<file path="src/fdfr_pkg.sv">
// types and constants shared by the force dead zone and rotation block
`timescale 1ns / 1ps
`default_nettype none
package fdfr_pkg;

	localparam int FORCE_W = 24;
	localparam int ROT_W   = 16;
	localparam int THR_W   = 23;
	localparam int OUT_W   = 26;
	localparam int PROD_W  = FORCE_W + ROT_W;
	localparam int SUM_W   = PROD_W + 2;
	localparam int FRAC_W  = 14;
	localparam int SHR_W   = SUM_W - FRAC_W;
	localparam int NUM_ROT = 9;
	localparam int IN_W    = 3 * FORCE_W + NUM_ROT * ROT_W;
	localparam int OUT_PAD_W = ((3 * OUT_W + 7) / 8) * 8;
	localparam int CFG_IDX_W = 2;

	localparam logic [CFG_IDX_W-1:0] REG_LOWER  = 2'd0;
	localparam logic [CFG_IDX_W-1:0] REG_UPPER  = 2'd1;
	localparam logic [CFG_IDX_W-1:0] REG_ENABLE = 2'd2;

	localparam logic [THR_W-1:0] LOWER_RST = 23'd768;
	localparam logic [THR_W-1:0] UPPER_RST = 23'd25600;

	localparam logic signed [SHR_W-1:0] OUT_MAX = 28'sd25165824;
	localparam logic signed [SHR_W-1:0] OUT_MIN = -28'sd25165824;

	typedef logic signed [FORCE_W-1:0] force_t;
	typedef logic signed [ROT_W-1:0]   rot_t;
	typedef logic signed [OUT_W-1:0]   out_t;
	typedef logic signed [PROD_W-1:0]  prod_t;
	typedef logic signed [SUM_W-1:0]   sum_t;
	typedef rot_t [NUM_ROT-1:0]        rot_mat_t;

	typedef struct packed {
		logic [THR_W-1:0] lower;
		logic [THR_W-1:0] upper;
	} thr_t;

endpackage
`default_nettype wire

</file>
<file path="src/fdfr_deadzone.sv">
// dead zone with upper cutoff for one force axis
`timescale 1ns / 1ps
`default_nettype none
module fdfr_deadzone (
	input  fdfr_pkg::force_t din,
	input  fdfr_pkg::thr_t   thr,
	output fdfr_pkg::force_t dout
);
	import fdfr_pkg::*;

	logic [FORCE_W-1:0] mag;
	logic [FORCE_W-1:0] lower_x;
	logic [FORCE_W-1:0] upper_x;
	logic               pass;

	assign lower_x = {1'b0, thr.lower};
	assign upper_x = {1'b0, thr.upper};
	assign mag     = din[FORCE_W-1] ? (~din + 1'b1) : din;
	assign pass    = (mag >= lower_x) && (mag <= upper_x);

	always_comb begin
		if (!pass) begin
			dout = '0;
		end else if (din[FORCE_W-1]) begin
			dout = din + force_t'(lower_x);
		end else begin
			dout = din - force_t'(lower_x);
		end
	end

endmodule
`default_nettype wire

</file>
<file path="config.mk">
export PLATFORM = sky130hd
export DESIGN_NAME = fdfr_deadzone
export DESIGN_NICKNAME = d
export VERILOG_FILES = /design/src/fdfr_pkg.sv /design/src/fdfr_deadzone.sv
export SDC_FILE = /design/constraint.sdc
export NUM_CORES = 1
export LEC_CHECK = 0
export ABC_CLOCK_PERIOD_IN_PS = 4700
export BUFFER_PORTS_ARGS = -buffer_cell sky130_fd_sc_hd__buf_2
export CORE_UTILIZATION = 34
export DETAILED_ROUTE_END_ITERATION = 8
export PLACE_DENSITY_LB_ADDON = 0.08
export SYNTH_ARGS = -nofsm -noshare
export SYNTH_HDL_FRONTEND = slang
export SYNTH_SLANG_ARGS = --single-unit
</file>
<file path="constraint.sdc">
create_clock -name vclk -period 4.7
set_input_delay 0.705 -clock vclk [all_inputs]
set_output_delay 0.705 -clock vclk [all_outputs]
set_load 0.01 [all_outputs]
</file>
# Yosys cells after proc, flatten, opt, wreduce, memory -nomap -nowiden
# Index checks and enable logic that the tools add are counted.
dict set report word_totals {
  output_inout_bits 24
  inputBits 70
  regBits 0
}
dict set report op_classes {
  reduce_logical 1
  muxes 3
  n_bitwise 1
  order_cmp 2
  addsub 3
}
# op n
set ops {}
lappend ops {{2-to-1 mux 24 bit} 3}
lappend ops {{adder 24 x 1 -> 24 bit, second input constant} 1}
lappend ops {{adder 24 bit} 1}
lappend ops {{>= comparator 24 x 23 -> 1 bit} 1}
lappend ops {{<= comparator 24 x 23 -> 1 bit} 1}
lappend ops {{inverter 24 bit} 1}
lappend ops {{subtractor 24 bit} 1}
lappend ops {{logical AND 1 bit} 1}

# Logic depth before layout (Yosys ltp)
dict set report logic_depth {
  ltp_word 6
  ltp_mapped 15
}

# Worst setup path before layout
# OpenSTA, ideal clock, no wires.
dict set report synth_timing {
  path_type {input port to output port}
  startpoint {in thr[27] in the netlist's numbering}
  endpoint {out dout[23]}
  n_path_buf 1
  arrival_ns 3.876
  t_required_ns 3.995
  path_slack_ns 0.119
  path_stages 14
  path_cell_list {nor4_1 and3_1 nor3b_1 a21o_1 o21ai_0 xnor2_1 ha_1 buf_2 and4_1 and3_1 a211o_1 a21o_1 or3b_1 a211oi_2}
}
dict set report synth_via {
  elab_chain_cells 3
  word_cells_on_any_way 6
  classes_between {2 x add/sub; 1 x order compare; 2 x mux; 1 x reduce/logical}
}
# item line_no
set synth_lines {}
lappend synth_lines {{from (decl)} fdfr_deadzone.sv:6} ;# input fdfr_pkg::thr_t thr,
lappend synth_lines {{subtractor 24 bit (tied with other cells)} fdfr_deadzone.sv:27} ;# dout = din - force_t'(lower_x);
lappend synth_lines {{2-to-1 mux 24 bit or logical AND 1 bit (tied branches)} {fdfr_deadzone.sv:24, fdfr_deadzone.sv:19}}
lappend synth_lines {{2-to-1 mux 24 bit (*)} fdfr_deadzone.sv:22} ;# if (!pass) begin
lappend synth_lines {{to (decl)} fdfr_deadzone.sv:7} ;# output fdfr_pkg::force_t dout
# Mark *: on every way between the ends. The rest lies on a longest branch, timed or not.

# Final worst setup path
dict set report layout_timing {
  startpoint {in din[1]}
  endpoint {out dout[3]}
}
dict set report layout_via {
  elab_chain_cells 6
  word_cells_on_any_way 10
  classes_between {3 x add/sub; 2 x order compare; 3 x mux; 1 x bitwise; 1 x reduce/logical}
}
# item line_no
set layout_lines {}
lappend layout_lines {{from (decl)} fdfr_deadzone.sv:5} ;# input fdfr_pkg::force_t din,
lappend layout_lines {{inverter 24 bit} fdfr_deadzone.sv:18} ;# assign mag = din[FORCE_W-1] ? (~din + 1'b1) : din;
lappend layout_lines {{adder 24 x 1 -> 24 bit} fdfr_deadzone.sv:18}
lappend layout_lines {{2-to-1 mux 24 bit} fdfr_deadzone.sv:18}
lappend layout_lines {{>= comparator 24 x 23 -> 1 bit or <= comparator 24 x 23 -> 1 bit (tied branches)} fdfr_deadzone.sv:19} ;# assign pass = (mag >= lower_x) && (mag <= upper_x);
lappend layout_lines {{logical AND 1 bit} fdfr_deadzone.sv:19}
lappend layout_lines {{2-to-1 mux 24 bit (*)} fdfr_deadzone.sv:22}
# Marks and branches as above.

==> flow_metrics.py <==
metrics = {
    "synth": {
        "ys_seq_area_share_pct": 0,
        "synth_simple_gate_area_share_pct": 23.8,
        "syn_inst": 512,
        "yosysTopAreaCell": "ha_1",
        "syn-cell-area_mm2": 0.00363,
        "yosys.cell_types.count": 70,
        "syn_nets": 654,
        "synth-compound-area-share_pct": 29.5,
        "synth.avg_cell_area_um2": 7.09,
        "synth_top_family_by_area": "compound AO/OA/AOI/OAI gates",
        "ys_warn_count": 0,
        "muxShareOfSynthArea_pct": 1.41,
        "yosys-top-cells-area": "ha_1 (24%), xnor2_1 (11%), inv_1 (5.8%)",
        "synth_top_area_share_pct": 24.5,
        "yosys.area_share.adder_pct": 25.0,
        "synth_xor_xnor_area_share_pct": 12.3,
    },
    "timing": {
        "worst_pin_slew_ns": 0.502,
        "drv_slew": 0,
        "hold_violations": 0,
        "rsz0062_at_grt": "yes",
        "period_share_pct": 101,
        "setup_viol": 14,
        "finalCriticalPeriod_ns": 4.75,
        "relSlewSlack_pct": 66.2,
        "worst_slack_ns": -0.0466,
        "fmaxAchievable_mhz": 211,
    },
    "detailed_routing": {
        "viasPerCell": 5.45,
        "drtIter0Drc": 169,
        "post-route-drc-count": 0,
        "wire_per_inst_um": 16.0,
        "ant_nets": 0,
        "routed_wl_um": 12800,
        "first_pass_iters": 4,
        "vias": 4340,
    },
    "worst_setup_path": {
        "critPathMaxFanout": 6,
        "crit_chain": "buf_2, buf_4, inv_1, ha_4, nor2b_4, nand4_1, buf_4, or4_4, o21ai_4, xnor2_2, buf_4, ha_4, nand3_4, nor2_4, and3_4, a22oi_4, buf_12, buf_16, nor4_2, buf_2",
        "cp_slowest_cell": "or4_4",
        "worst-path-buf-inv": 8,
        "path_class": "primary input to output port",
        "worstPathArrival_ns": 4.04,
        "startpoint_type": "primary input",
        "path_common_cell": "buf_4",
        "crit_path_end_kind": "output port",
        "slowest_delay_ns": 0.53,
        "crit_family": "simple AND/OR/NAND/NOR gates",
        "required_ns": 3.99,
    },
    "min_path": {
        "whs_path_depth": 4,
        "min_path_type": "primary input to output port",
        "whs_endpoint": "dout[0]",
        "hold_start": "thr[23]",
    },
    "global_routing": {
        "grt_pass1_wl_um": 19600,
        "track_usage_pct": 21.3,
        "grt_max_degree": 24,
        "antenna_found_initial": 0,
        "overflow": 0,
        "grt_pass1_vias": 4192,
    },
    "cells_and_area": {
        "nets": 805,
        "drive_gt1_share_pct": 37.4,
        "regArea_um2": 0,
        "antennaDiodeCount": 0,
        "final_area_mm2": 0.00540,
        "clkbuf_count": 0,
        "syn_to_final_growth_pct": 48.7,
        "seq_cells": 0,
    },
    "power": {
        "p_leak_nw": 2.59,
        "power_density_mw_per_mm2": 169,
        "power_mw": 0.909,
        "vdd_ir_drop_max_mv": 0.0781,
    },
    "die": {
        "ios": 94,
        "initial_utilization_pct": 35.1,
        "fp.dieArea_mm2": 0.0111,
        "rows": 37,
        "core-area_mm2": 0.0103,
        "die_h_um": 105,
        "die_w_um": 105,
    },
    "clocking": {
        "cts_hold_buffers": 0,
    },
    "flow_run": {
        "maxCapViolCount": 0,
    },
    "placed_design": {
        "routabilityCongestion": 0.948,
        "post_dp_cell_area_mm2": 0.00466,
        "dp_hpwl_um": 10300,
        "port_buffers": 94,
    },
    "status": {
        "violations": "setup timing",
        "status": "complete, but fails checks",
    },
}
==> cells by family (layout without fill, tap and decap cells) <==
| group | Yosys count | after routing |
|---|---|---|
| compound gates | 157 | 157 |
| xor+xnor | 51 | 51 |
| fa+ha+maj | 72 | 72 |
| mux | 5 | 5 |
| simple gates | 155 | 155 |
| buf+inv | 72 | 221 |
==> worst max-delay path by stage <==
stage | from | endpoint | depth (start not counted) | slack (ns)
2_1_floorplan | thr[27] | dout[23] | 14 | 0.12
3_5_place_dp | din[2] | dout[4] | 16 | -0.19
4_1_cts | din[1] | dout[6] | 19 | -0.02
5_1_grt | din[0] | dout[7] | 17 | -0.20
3_3_place_gp | din[2] | dout[4] | 16 | -0.36
6_report | din[1] | dout[3] | 20 | -0.05
==> placed cells by master (no fill, tap or decap), drive strengths merged, types with 7 or more instances in the layout <==
cell type,instances
nand2b,7
a21oi,39
a211oi,8
nor4,13
nand2,26
o21ai,32
o21a,9
nor2,26
nand4,8
a21o,17
xnor2,47
and3,8
buf,160
inv,57
ha,71
nand3,11
nor3,23
==> area by class of cell <==
type | count | area [µm²]
Timing Repair Buffer | 164 | 1160
Inverter | 57 | 214
Tap cell | 136 | 170
Multi-Input combinational cell | 440 | 3850
Fill cell | 1042 | 4930
==> metal layers <==
layer / vias to the layer above / GRT usage (%) / share of wire [%]
li1: 2215 / - / -
met4: 0 / 1.51 / 1.2
met5: - / 0 / 0
met3: 12 / 1.24 / 4.3
met2: 99 / 40.2 / 49
met1: 2014 / 27.5 / 46
==> synthesized netlist by cell type, types with 2 or more instances <==
cell	instances
a2111oi_0	3
a211o_1	2
a211oi_1	7
a21boi_0	3
a21o_1	17
a21oi_1	39
a221oi_1	2
a31o_2	2
a31oi_1	5
and2_1	3
and3_1	7
and4_1	3
buf_2	2
buf_6	2
clkbuf_1	10
ha_1	71
inv_1	56
mux2i_1	4
nand2_1	26
nand2b_1	7
nand3_1	11
nand4_1	8
nor2_1	26
nor2b_1	6
nor3_1	23
nor3b_1	5
nor4_1	12
nor4b_1	2
o211ai_1	5
o21a_1	9
o21ai_0	29
o21ai_2	2
o21bai_1	2
o22ai_1	2
o311ai_0	2
o31a_1	2
o31ai_1	6
o41ai_1	2
or2_2	3
or3_1	4
or4_4	2
xnor2_1	47
xor2_1	4
==> report_power, final <==
group | internal [mW] | total [mW] | switching (mW)
Sequential | 0 | 0 | 0
Clock | 0 | 0 | 0
Combinational | 0.424 | 0.909 | 0.485
Total | 0.424 | 0.909 | 0.485
==> per-stage QoR <==
step                utilization (%)  setup slack [ns]  instances  setup TNS, ns  hold WS (ns)
floorplan                         -             0.119        512              0          1.59
global placement               45.2            -0.358        782          -3.32          1.92
detailed placement             45.2            -0.191        782          -2.87          1.93
CTS                            46.4           -0.0238        783         -0.153          1.94
global route                   52.3            -0.203        797          -3.89          1.95
finish                         52.3           -0.0466        797         -0.316          1.91
==> worst min-delay path, stage by stage <==
cell	delay, ns
buf_2	0.12
ha_1	0.20
nor3_2	0.06
buf_2	0.12
==> timing repair <==
action / 4_1_cts / 5_1_grt
setup buffers: 1 / 14
cloned: 0 / 5
pin swaps: 5 / 42
endpoints found under the hold margin: 0 / 0
resized for setup: 22 / 79
setup endpoints to repair: 24 / 24
No activity file was read; power rests on OpenSTA's default activity.
